$ cat config.mk
export PLATFORM = sky130hd
export DESIGN_NAME = igy_out_queue
export DESIGN_NICKNAME = d
export VERILOG_FILES = /design/src/rtl/core/igy_pkg.sv /design/src/rtl/core/igy_out_queue.sv
export SDC_FILE = /design/constraint.sdc
export NUM_CORES = 1
export LEC_CHECK = 0
export ABC_AREA = 1
export ABC_CLOCK_PERIOD_IN_PS = 11400
export BUFFER_PORTS_ARGS = -buffer_cell sky130_fd_sc_hd__buf_4
export CORE_ASPECT_RATIO = 1.75
export CORE_MARGIN = 1
export CORE_UTILIZATION = 40
export DETAILED_ROUTE_END_ITERATION = 7
export MAX_ROUTING_LAYER = met4
export PLACE_DENSITY = 0.69
export SLEW_MARGIN = 20
export SYNTH_ARGS = -nofsm -noshare
export SYNTH_HDL_FRONTEND = slang
export SYNTH_SLANG_ARGS = --single-unit
export TNS_END_PERCENT = 100
$ cat constraint.sdc
create_clock -name clk -period 11.4 [get_ports clk]
set_clock_uncertainty 0.2 [all_clocks]
set_input_delay 1.14 -clock clk [delete_from_list [all_inputs] [get_ports clk]]
set_output_delay 1.14 -clock clk [all_outputs]
set_load 0.02 [all_outputs]
$ cat src/rtl/core/igy_pkg.sv
// shared types and constants for the vertical gradient block
`timescale 1ns / 1ps
package igy_pkg;

	// pixel and configuration widths
	localparam int PIX_W   = 16;
	localparam int WIDTH_W = 12;
	localparam int HEIGHT_W = 13;
	localparam int CFG_W   = 13;
	localparam int IDX_W   = 1;

	// configuration register indexes
	localparam logic [IDX_W-1:0] REG_WIDTH  = 1'b0;
	localparam logic [IDX_W-1:0] REG_HEIGHT = 1'b1;

	// reset values of the configuration registers
	localparam logic [WIDTH_W-1:0]  WIDTH_RST  = 12'd640;
	localparam logic [HEIGHT_W-1:0] HEIGHT_RST = 13'd480;

	// result queue depth and per-pixel result count width
	localparam int OQ_DEPTH = 2;
	localparam int CNT_W    = 2;

	// one line store entry: rows r-2 and r-1 at the same column
	typedef struct packed {
		logic signed [PIX_W-1:0] older;
		logic signed [PIX_W-1:0] newer;
	} lse_t;

endpackage

$ cat src/rtl/core/igy_out_queue.sv
// two-entry result queue between the gradient stage and the output channel
`timescale 1ns / 1ps
module igy_out_queue #(
	parameter int DW = 42
) (
	input  logic                       clk,
	input  logic                       arst_n,
	input  logic [igy_pkg::CNT_W-1:0]  push_n,
	input  logic [DW-1:0]              push_d0,
	input  logic [DW-1:0]              push_d1,
	output logic [igy_pkg::CNT_W-1:0]  space,
	output logic                       out_valid,
	input  logic                       out_stall,
	output logic [DW-1:0]              out_data
);
	import igy_pkg::*;

	logic [DW-1:0]    ent_q [OQ_DEPTH];
	logic             head_q;
	logic [CNT_W-1:0] cnt_q;
	logic             pop;
	logic             idx0;
	logic             idx1;

	// pop on an output transfer
	assign out_valid = (cnt_q != '0);
	assign pop       = out_valid && !out_stall;
	assign out_data  = ent_q[head_q];

	// free slots after this cycle's pop
	assign space = CNT_W'(3'(OQ_DEPTH) - 3'(cnt_q) + 3'(pop));

	// write slots follow the current tail
	assign idx0 = head_q ^ cnt_q[0];
	assign idx1 = ~idx0;

	always_ff @(posedge clk) begin
		if (push_n != '0) begin
			ent_q[idx0] <= push_d0;
		end
		if (push_n == CNT_W'(2)) begin
			ent_q[idx1] <= push_d1;
		end
	end

	// occupancy and head pointer
	always_ff @(posedge clk or negedge arst_n) begin
		if (!arst_n) begin
			head_q <= 1'b0;
			cnt_q  <= '0;
		end else begin
			head_q <= head_q ^ pop;
			cnt_q  <= cnt_q + push_n - CNT_W'(pop);
		end
	end

	a_cnt_range: assert property (@(posedge clk) disable iff (!arst_n)
		cnt_q != CNT_W'(3))
		else $error("result queue occupancy out of range");

	a_no_overflow: assert property (@(posedge clk) disable iff (!arst_n)
		push_n <= space)
		else $error("result queue pushed beyond free space");

	a_pop_only: assert property (@(posedge clk) disable iff (!arst_n)
		(pop && push_n == '0) |=> cnt_q == $past(cnt_q) - CNT_W'(1))
		else $error("result queue lost track of a pop");

endmodule

# Word level (Yosys, flattened, before mapping)
# Memories as Yosys holds them, arrays and structs flattened.
# Index checks and enable logic that the tools add are counted.
[word_totals] reg_bits=3 word_cells=19 mem_bits_rw=84 mem_count=1 input_bits=89
[memory_table] memory="ent_q" words=2 word_bits=42 read_ports=1 rd_ports_with_merged_regs=0 write_ports=2 line="igy_out_queue.sv:18" rtl="logic [DW-1:0] ent_q [OQ_DEPTH];"
[op_classes] addsub=4 reduce_logical=4 n_mux=4 n_bitwise=3 eq_ne=1
[op_table] op="2-to-1 mux 1 bit" n=4
[op_table] op="nonzero test 2 bit" n=2
[op_table] op="adder 2 x 1 -> 2 bit" n=1
[op_table] op="adder 2 bit" n=1
[op_table] op="equality test 2 bit, second input constant" n=1
[op_table] op="subtractor 2 x 1 -> 2 bit" n=1
[op_table] op="subtractor 2 bit, first input constant" n=1
[op_table] op="XOR 1 bit" n=2
[op_table] op="logical AND 1 bit" n=1
[op_table] op="logical NOT 1 bit" n=1
[op_table] op="NOT 1 bit" n=1

# Logic depth before layout (Yosys ltp)
# Gate-level depths: netlist (run 1).
[logic_depth] word_depth=3 depth_mapped=10 mapped_depth_nobuf=10

# Worst setup path before layout (run 1)
# No wires, ideal clock.
[synth_timing] kind="input-to-reg" start="input port push_n[0] in the netlist's numbering" end="memory ent_q[0][0], enable pin" t_required_ns=10.700 arrival_ns=4.159 path_stages=2 setup_ns=0.500 n_path_buf=0 path_slack_ns=6.541 path_cell_list="inv_1 -> o21ai_0"
[synth_lines] element="start, declared" line="igy_out_queue.sv:8" rtl="input logic [igy_pkg::CNT_W-1:0] push_n,"
[synth_lines] element="end, declared" line="igy_out_queue.sv:18"

==> impl_metrics.py, run 1 <==
metrics = {
    "status": {
        "run_status": "finished clean",
    },
    "timing": {
        "setup_tns_ns": 0,
        "setup_viol": 0,
        "rsz0062_at_grt": "false",
        "tightestPinTransition_ns": 1.01,
        "timing_max_transition_violations_final": 0,
        "hold_ws_ns": 0.379,
        "layout_worst_path_cycle_share": 0.334,
        "fmax_mhz": 263,
        "worst_slew_margin_rel": 0.327,
        "final.min_clock_period_ns": 3.81,
        "timing.final.hold_violations": 0,
    },
    "clock_tree": {
        "ctsLongestPathBuffers": 2,
        "post_cts_resized": 0,
        "clock_latency_ns": 0.34,
        "tritoncts_clock_tree": "built",
        "postCtsSetupRepairBufs": 0,
        "clock_sinks": 87,
        "cts_hold_repair.buffers": 0,
        "clock_tree.root_cell": "sky130_fd_sc_hd__clkbuf_16",
        "htree_num_levels": 3,
        "clock_transition_at_path_regs_ns": 0.06,
        "cts_inserted_buffers": 9,
    },
    "routing": {
        "routed-via-count": 4034,
        "post_drt_wl_per_cell_um": 14.8,
        "dr.first_iter.drc_count": 231,
        "routed_wl_mm": 11.6,
        "detail-route-antenna-nets": 0,
        "avgViaCountPerCell": 5.14,
        "detail_route.drc_violations": 0,
        "drt_first_pass_iters": 5,
    },
    "setup_path": {
        "crit_path_max_fanout": 46,
        "cpLargestDelayFamily": "flip-flops",
        "critPathLaunchType": "flop",
        "crit_path_max_incr_delay_ns": 0.93,
        "worstReg2RegStart": "head_q",
        "crit_buf_inv": 2,
        "worstPathCellList": "inv_4, nand2_1, nand2_2, o21ai_4, buf_4",
        "crit_cells": 5,
        "timing.rr.end": "ent_q[1][19]",
        "critical-path-slowest-cell": "sky130_fd_sc_hd__dfrtp_2",
        "crit_path_start": "head_q",
        "critical_path_arrival_ns": 3.60,
        "critPathKind": "flop to flop",
        "regToRegSetupSlack_ns": 7.59,
        "worst_r2r_path_depth": 5,
        "worst_ep_required_time_ns": 11.19,
        "setup.worst_path.end_class": "flop",
    },
    "worst_hold_path": {
        "worstHoldPathType": "input port to async pin",
    },
    "placement": {
        "numPortBuffers": 133,
        "place.detailed.instances": 769,
        "place_congestion": 0.785,
        "detailed_place_hpwl_mm": 7.89,
    },
    "floorplan": {
        "floorplan.io_pins": 134,
        "die_width_um": 82.6,
        "core.rowCount": 51,
        "core_area_um2": 11100,
        "chipHeight_um": 143,
        "die_area_um2": 11800,
        "initial_utilization": 0.409,
    },
    "logic_synthesis": {
        "post_synth_inst_count": 535,
        "yosys_register_bits": 87,
        "synth.distinct_cells": 18,
        "syn-cell-area_um2": 4540,
        "synth_warn": 0,
        "avg_synthesized_cell_area_um2": 8.49,
        "synth_seq_area_share": 0.572,
        "synth.net_count": 627,
    },
    "pwr": {
        "vdd_drop_max_mv": 0.124,
        "total_power_uw": 1500,
        "power.density_cell_area_nw_per_um2": 257,
        "leakagePower_uw": 0.00287,
    },
    "run": {
        "drv.max_cap_violation_count": 0,
    },
    "cells_and_area": {
        "instances_no_fill": 785,
        "final_layout_size_suffix_gt1_frac": 0.245,
        "area.growth.synth_to_final_pct": 28.5,
        "final_net_count": 740,
        "antenna_cells_inserted": 0,
        "postLayoutCoreUtil": 0.526,
    },
    "grt": {
        "wire_length_of_the_first_global_routing_pass_mm": 17.8,
        "grt_antenna_before_repair": 0,
        "first_global_vias": 3802,
        "maximum_number_of_pins_on_one_net_before_global_route_repair": 88,
        "gr-total-overflow": 0,
        "gr-usage-all-layers": 0.212,
    },
}
worst max path at each step:
stage | to
after floorplan | ent_q[0][0]
after global placement | ent_q[1][25]
after detailed placement | ent_q[0][27]
after CTS | ent_q[0][21]
after global routing | ent_q[1][19]
final | ent_q[1][19]
layer usage:
layer  track usage  part of all wire  vias up
met5             -                 0        -
met4         0.134             0.044        0
met3        0.0256             0.052       32
met2         0.368              0.55      140
met1         0.219              0.35     1890
li1              -                 -     1972
flip-flops by register name, indices dropped and copies added (netlist names):
name	cells
head_q	1
ent_q	84
cnt_q	2
layout make-up:
class | count | area (um^2)
multi-input cells | 405 | 1730
repair buffers | 136 | 1020
clock buffers | 10 | 229
flip-flops and latches | 87 | 2600
clock inverters | 6 | 61.3
well taps | 132 | 165
fillers | 1057 | 5270
inverters | 9 | 36.3
cells by family after synthesis:
| kind of cell | share of synthesized area |
|---|---|
| compound gates | 0.00220 |
| xor+xnor | 0.00964 |
| fa+ha+maj | 0.00826 |
| buf+inv | 0.0540 |
| flops | 0.572 |
| simple gates | 0.354 |
Yosys cell counts, drive strengths merged:
| cell type | number | share of area |
|---|---|---|
| buf | 26 | 0.039 |
| ha | 3 | 0.0083 |
| clkbuf | 8 | 0.0066 |
| inv | 9 | 0.0080 |
| dfrtp | 3 | 0.017 |
| nor2 | 1 | 0.0025 |
| nand2 | 308 | 0.25 |
| xor2 | 2 | 0.0039 |
| xnor2 | 3 | 0.0058 |
| edfxtp | 84 | 0.56 |
| o21ai | 2 | 0.0022 |
| nand3 | 86 | 0.097 |
where the power goes:
group	internal, uW	switching (uW)	total, uW
registers	482	50.8	533
clock network	169	114	283
logic	232	454	686
total	884	619	1500
per-stage QoR:
step / setup WS [ns] / instance area, um^2
global route: 7.26 / 5840
CTS: 7.50 / 5840
global placement: 7.62 / 5550
detailed placement: 7.51 / 5550
floorplan: 6.54 / 4540
finish: 7.59 / 5840
cells in the final DEF (no fill, tap or decap), types with 2 or more instances in the layout:
cell / n
sky130_fd_sc_hd__inv_1: 7
sky130_fd_sc_hd__dfrtp_1: 2
sky130_fd_sc_hd__xor2_1: 2
sky130_fd_sc_hd__nand2_2: 2
sky130_fd_sc_hd__nand3_2: 2
sky130_fd_sc_hd__xnor2_1: 3
sky130_fd_sc_hd__clkinv_4: 2
sky130_fd_sc_hd__clkinv_2: 2
sky130_fd_sc_hd__buf_4: 136
sky130_fd_sc_hd__nand3_1: 84
sky130_fd_sc_hd__edfxtp_1: 84
sky130_fd_sc_hd__clkbuf_16: 9
sky130_fd_sc_hd__o21ai_4: 2
sky130_fd_sc_hd__nand2_1: 306
sky130_fd_sc_hd__ha_1: 3
Note: power is estimated with default switching activity, not from simulation.
==> inputs of run 2 (changes only) <==
--- a/config.mk
+++ b/config.mk
@@ -6,7 +6,7 @@
 export NUM_CORES = 1
 export LEC_CHECK = 0
 export ABC_AREA = 1
-export ABC_CLOCK_PERIOD_IN_PS = 11400
+export ABC_CLOCK_PERIOD_IN_PS = 3900
 export BUFFER_PORTS_ARGS = -buffer_cell sky130_fd_sc_hd__buf_4
 export CORE_ASPECT_RATIO = 1.75
 export CORE_MARGIN = 1
==> constraint.sdc (replaced) <==
create_clock -name clk -period 3.9 [get_ports clk]
set_clock_uncertainty 0.2 [all_clocks]
set_input_delay 0.39 -clock clk [delete_from_list [all_inputs] [get_ports clk]]
set_output_delay 0.39 -clock clk [all_outputs]
set_load 0.02 [all_outputs]
==> run 2 against run 1 <==
Net effect: count of clock-buffer cells in the layout is the same; first-iteration DRC count shrank 8.7%; non-clock buffer count grew 6.
==> impl_metrics.py, run 2 (synthesis gave the netlist of run 1 again) <==
metrics = {
    "status": {
        "run_status": "finished clean",
    },
    "grt": {
        "gr-usage-all-layers": 0.216,
        "gr-total-overflow": 0,
        "maximum_number_of_pins_on_one_net_before_global_route_repair": 85,
        "first_global_vias": 3791,
        "wire_length_of_the_first_global_routing_pass_mm": 17.9,
        "grt_antenna_before_repair": 0,
    },
    "cells_and_area": {
        "num-fill-cells": 1051,
        "mostFrequentLayoutCell": "sky130_fd_sc_hd__nand2_1",
        "area.growth.synth_to_final_pct": 30.0,
        "finalInstanceArea_um2": 5910,
        "largest_register_ff_count": 84,
        "instances_no_fill": 791,
        "final_layout_size_suffix_gt1_frac": 0.250,
        "largest-register": "ent_q",
        "antenna_cells_inserted": 0,
        "reg_top3": "ent_q: 84 flops, cnt_q: 2 flops, head_q: 1 flops",
        "final_cell_mix": "sky130_fd_sc_hd__nand2_1, sky130_fd_sc_hd__buf_4, sky130_fd_sc_hd__nand3_1, sky130_fd_sc_hd__edfxtp_1, sky130_fd_sc_hd__clkbuf_16",
        "final_net_count": 746,
    },
    "setup_path": {
        "crit_path_start": "head_q",
        "worst_ep_required_time_ns": 3.70,
        "critPathCapture": "ent_q[1][26]",
        "worstReg2RegStart": "head_q",
        "critPathLaunchType": "flop",
        "critPathKind": "flop to flop",
        "critical_path_arrival_ns": 2.55,
        "crit_path_max_fanout": 45,
        "regToRegSetupSlack_ns": 1.15,
        "setup.worst_path.end_class": "flop",
        "worst_r2r_path_depth": 5,
        "timing.rr.end": "ent_q[1][26]",
    },
    "timing": {
        "setup_viol": 0,
        "rsz0062_at_grt": "false",
        "worst_slew_margin_rel": 0.456,
        "timing_max_transition_violations_final": 0,
        "final.min_clock_period_ns": 2.75,
        "layout_worst_path_cycle_share": 0.704,
        "fmax_mhz": 364,
        "timing.final.hold_violations": 0,
        "fin_ws_ns": 1.15,
        "hold_ws_ns": 0.123,
        "tightestPinTransition_ns": 0.816,
        "setup_tns_ns": 0,
    },
    "routing": {
        "dr.first_iter.drc_count": 211,
        "routed_wl_mm": 11.8,
        "detail-route-antenna-nets": 0,
        "post_drt_wl_per_cell_um": 14.9,
        "drt_first_pass_iters": 5,
        "detail_route.drc_violations": 0,
        "avgViaCountPerCell": 5.01,
        "routed-via-count": 3962,
    },
    "placement": {
        "place.detailed.instances": 774,
        "post_dp_cell_area_um2": 5590,
        "place_congestion": 0.789,
        "numPortBuffers": 133,
        "place_ws_ns": 1.04,
        "detailed_place_hpwl_mm": 7.99,
    },
    "clock_tree": {
        "clock_transition_at_path_regs_ns": 0.06,
        "tritoncts_clock_tree": "built",
        "postCtsSetupRepairBufs": 0,
        "ctsLongestPathBuffers": 2,
        "clock_sinks": 87,
        "cts_inserted_buffers": 9,
        "post_cts_resized": 0,
        "htree_num_levels": 3,
        "cts_hold_repair.buffers": 1,
        "clock_tree.root_cell": "sky130_fd_sc_hd__clkbuf_16",
        "clock_latency_ns": 0.34,
    },
    "floorplan": {
        "core.rowCount": 51,
        "chipHeight_um": 143,
        "initial_utilization": 0.409,
        "core_area_um2": 11100,
        "die_width_um": 82.6,
        "die_area_um2": 11800,
        "floorplan.io_pins": 134,
    },
    "worst_hold_path": {
        "worstHoldPathType": "input port to flop",
        "min_path_cells": 3,
    },
    "pwr": {
        "vdd_drop_max_mv": 0.397,
        "power.density_cell_area_nw_per_um2": 764,
        "leakagePower_uw": 0.00291,
    },
    "run": {
        "drv.max_cap_violation_count": 0,
    },
}
[run 2: cell types whose count changed in the layout (fill, tap and decap cells not counted)]
cell                            previous run  this run
sky130_fd_sc_hd__dlygate4sd3_1             0         1
sky130_fd_sc_hd__buf_4                   136       141
sky130_fd_sc_hd__clkinvlp_4                0         1
sky130_fd_sc_hd__clkinv_2                  2         1
sky130_fd_sc_hd__bufinv_16                 1         2
sky130_fd_sc_hd__clkinv_4                  2         1
[run 2: through the flow]
stage | util | power (uW)
final | 0.532 | 4510
after global routing | 0.532 | 4790
after CTS | 0.532 | 4570
after detailed placement | 0.503 | 3660
after global placement | 0.503 | 3620
after floorplan | - | 2860
[run 2: final cells by class]
cell class | instances | area (um^2) | area share
Sequential cell | 87 | 2600 | 0.440
Multi-Input combinational cell | 405 | 1730 | 0.292
Timing Repair Buffer | 142 | 1070 | 0.181
Clock buffer | 10 | 229 | 0.0387
Tap cell | 132 | 165 | 0.0279
Clock inverter | 6 | 85.1 | 0.0144
Inverter | 9 | 36.3 | 0.00614
[run 2: per-layer routing]
metal / up-vias / global-route usage / wire [um]
met5: - / - / 0
met4: 0 / 0.102 / 350
met3: 24 / 0.0377 / 634
met2: 151 / 0.393 / 6630
met1: 1798 / 0.216 / 4160
li1: 1989 / - / -
[run 2: worst min path at each step]
stage | from | end
final | push_d0[34] | ent_q[0][34]
after global routing | push_d0[37] | ent_q[0][37]
after CTS | push_d0[13] | ent_q[1][13]
after detailed placement | arst_n | cnt_q[0]
after global placement | arst_n | cnt_q[1]
after floorplan | arst_n | cnt_q[0]
[run 2: critical path, stage by stage, from the launching register on]
cell                      delay [ns]
sky130_fd_sc_hd__dfrtp_2        0.66
sky130_fd_sc_hd__inv_4          0.30
sky130_fd_sc_hd__nand2_1        0.20
sky130_fd_sc_hd__nand2_2        0.09
sky130_fd_sc_hd__o21ai_4        0.48
sky130_fd_sc_hd__buf_4          0.44
[run 2: where the power goes]
group | internal (uW) | leakage (uW) | switching, uW | total (uW)
logic | 700 | 0.00190 | 1380 | 2080
clock network | 559 | 0.000150 | 346 | 905
registers | 1410 | 0.000858 | 115 | 1530
==> inputs of run 3 (changes only) <==
--- a/config.mk
+++ b/config.mk
@@ -6,7 +6,7 @@
 export NUM_CORES = 1
 export LEC_CHECK = 0
 export ABC_AREA = 1
-export ABC_CLOCK_PERIOD_IN_PS = 3900
+export ABC_CLOCK_PERIOD_IN_PS = 2600
 export BUFFER_PORTS_ARGS = -buffer_cell sky130_fd_sc_hd__buf_4
 export CORE_ASPECT_RATIO = 1.75
 export CORE_MARGIN = 1
==> constraint.sdc (replaced) <==
create_clock -name clk -period 2.6 [get_ports clk]
set_clock_uncertainty 0.2 [all_clocks]
set_input_delay 0.26 -clock clk [delete_from_list [all_inputs] [get_ports clk]]
set_output_delay 0.26 -clock clk [all_outputs]
set_load 0.02 [all_outputs]
==> run 3 against run 2 <==
Net effect: wire length rose by 2.5%; die area unchanged; design area grew 3.8%; clock power grew 46%; sequential power rose by 48%; non-clock buffer count is 24 higher; flip-flop and latch count stayed put.
==> impl_metrics.py, run 3 (synthesis gave the netlist of run 1 again) <==
metrics = {
    "grt": {
        "gr-total-overflow": 0,
        "first_global_vias": 3955,
        "grt_antenna_before_repair": 0,
        "gr-usage-all-layers": 0.217,
        "maximum_number_of_pins_on_one_net_before_global_route_repair": 63,
        "wire_length_of_the_first_global_routing_pass_mm": 18.1,
    },
    "floorplan": {
        "chipHeight_um": 143,
        "core_area_um2": 11100,
        "core.rowCount": 51,
        "floorplan.io_pins": 134,
        "die_width_um": 82.6,
        "initial_utilization": 0.409,
        "die_area_um2": 11800,
    },
    "timing": {
        "fmax_mhz": 454,
        "final.min_clock_period_ns": 2.20,
        "hold_ws_ns": 0.0111,
        "tightestPinTransition_ns": 0.620,
        "rsz0062_at_grt": "false",
        "layout_worst_path_cycle_share": 0.848,
        "worst_slew_margin_rel": 0.587,
        "timing.final.hold_violations": 0,
        "setup_tns_ns": 0,
        "timing_max_transition_violations_final": 0,
        "setup_viol": 0,
    },
    "cells_and_area": {
        "storage_cell_area_um2": 2600,
        "multi_input_area_um2": 1730,
        "area.growth.synth_to_final_pct": 35.0,
        "largest_register_ff_count": 84,
        "final_layout_size_suffix_gt1_frac": 0.249,
        "num-fill-cells": 1051,
        "final_cell_mix": "sky130_fd_sc_hd__nand2_1, sky130_fd_sc_hd__buf_4, sky130_fd_sc_hd__nand3_1, sky130_fd_sc_hd__edfxtp_1, sky130_fd_sc_hd__dlygate4sd3_1",
        "reg_top3": "ent_q: 84 flops, cnt_q: 2 flops, head_q: 1 flops",
        "largest-register": "ent_q",
        "antenna_cells_inserted": 0,
        "final_net_count": 770,
        "mostFrequentLayoutCell": "sky130_fd_sc_hd__nand2_1",
    },
    "setup_path": {
        "worst_r2r_path_depth": 5,
        "crit_buf_inv": 3,
        "worst_ep_required_time_ns": 2.14,
        "crit_path_max_fanout": 28,
        "crit_path_max_incr_delay_ns": 0.52,
        "worstPathCellList": "inv_4, buf_4, nand2_1, nand2_1, buf_4",
        "critical_path_arrival_ns": 1.74,
        "crit_cells": 5,
        "critical-path-slowest-cell": "sky130_fd_sc_hd__dfrtp_2",
        "setup.worst_path.end_class": "output port",
        "critPathLaunchType": "flop",
        "cpLargestDelayFamily": "buffers and inverters",
        "critPathKind": "flop to output port",
    },
    "routing": {
        "drt_first_pass_iters": 4,
        "detail_route.drc_violations": 0,
        "routed_wl_mm": 12.1,
        "avgViaCountPerCell": 5.08,
        "post_drt_wl_per_cell_um": 14.8,
        "routed-via-count": 4142,
        "dr.first_iter.drc_count": 268,
        "detail-route-antenna-nets": 0,
    },
    "clock_tree": {
        "tritoncts_clock_tree": "built",
        "clock_latency_ns": 0.33,
        "postCtsSetupRepairBufs": 0,
        "htree_num_levels": 3,
        "clock_tree.root_cell": "sky130_fd_sc_hd__clkbuf_16",
        "ctsLongestPathBuffers": 2,
        "post_cts_resized": 0,
        "clock_sinks": 87,
        "clock_transition_at_path_regs_ns": 0.06,
        "cts_inserted_buffers": 9,
    },
    "pwr": {
        "power.density_cell_area_nw_per_um2": 1110,
        "vdd_drop_max_mv": 0.554,
        "leakagePower_uw": 0.00301,
    },
    "placement": {
        "numPortBuffers": 133,
        "place_congestion": 0.821,
        "detailed_place_hpwl_mm": 8.63,
    },
    "run": {
        "drv.max_cap_violation_count": 0,
    },
    "worst_hold_path": {
        "worstHoldPathType": "input port to flop",
        "min_path_cells": 3,
    },
    "status": {
        "run_status": "finished clean",
    },
}
[run 3: area by class of cell]
class                      instances  share of cell area
clock buffer                       9              0.0367
tap                              132              0.0269
timing repair buffer             166               0.211
inverter                           9             0.00591
sequential                        87               0.424
clock inverter                     7              0.0143
multi-input combinational        405               0.281
[run 3: per-stage QoR]
stage               setup WS (ns)  cell area (um^2)  total power (uW)   util  std cells
global route                0.259              6140              7210  0.553        815
floorplan                   0.115              4550              4280      -        535
finish                      0.396              6140              6810  0.553        815
CTS                         0.346              6130              6870  0.552        814
detailed placement          0.442              5620              5520  0.506        779
global placement            0.495              5620              5450  0.506        779
[run 3: final timing paths]
| path | slack [ns] | end | from |
|---|---|---|---|
| setup / recovery | 0.40 | out_data[8] | head_q |
| max in group asynchronous | 2.03 | head_q | arst_n |
| setup reg to reg | 0.45 | ent_q[0][22] | head_q |
| hold reg to reg | 0.44 | cnt_q[1] | cnt_q[1] |
| min in group asynchronous | 0.06 | head_q | arst_n |
| hold / removal | 0.01 | ent_q[0][25] | push_d0[25] |
[run 3: worst min-delay path, cell delays in order]
cell and delay (ns):
sky130_fd_sc_hd__buf_4 0.09, sky130_fd_sc_hd__nand2_1 0.05, sky130_fd_sc_hd__nand2_1 0.04
[run 3: where the power goes]
part	leakage, uW	internal, uW	switching [uW]
clock	0.000147	832	485
sequential	0.000858	2120	148
combinational	0.00200	1090	2130
[run 3: metal layers]
metal	up-vias	global-route usage	wire length (um)
met5	-	-	0
met3	31	0.0339	702
li1	2030	-	-
met2	167	0.376	6620
met1	1914	0.222	4280
met4	0	0.132	473
[run 3: timing repair]
item	CTS	global route
hold buffers	19	1
setup endpoints to repair	0	0
endpoints found under the hold margin	25	1
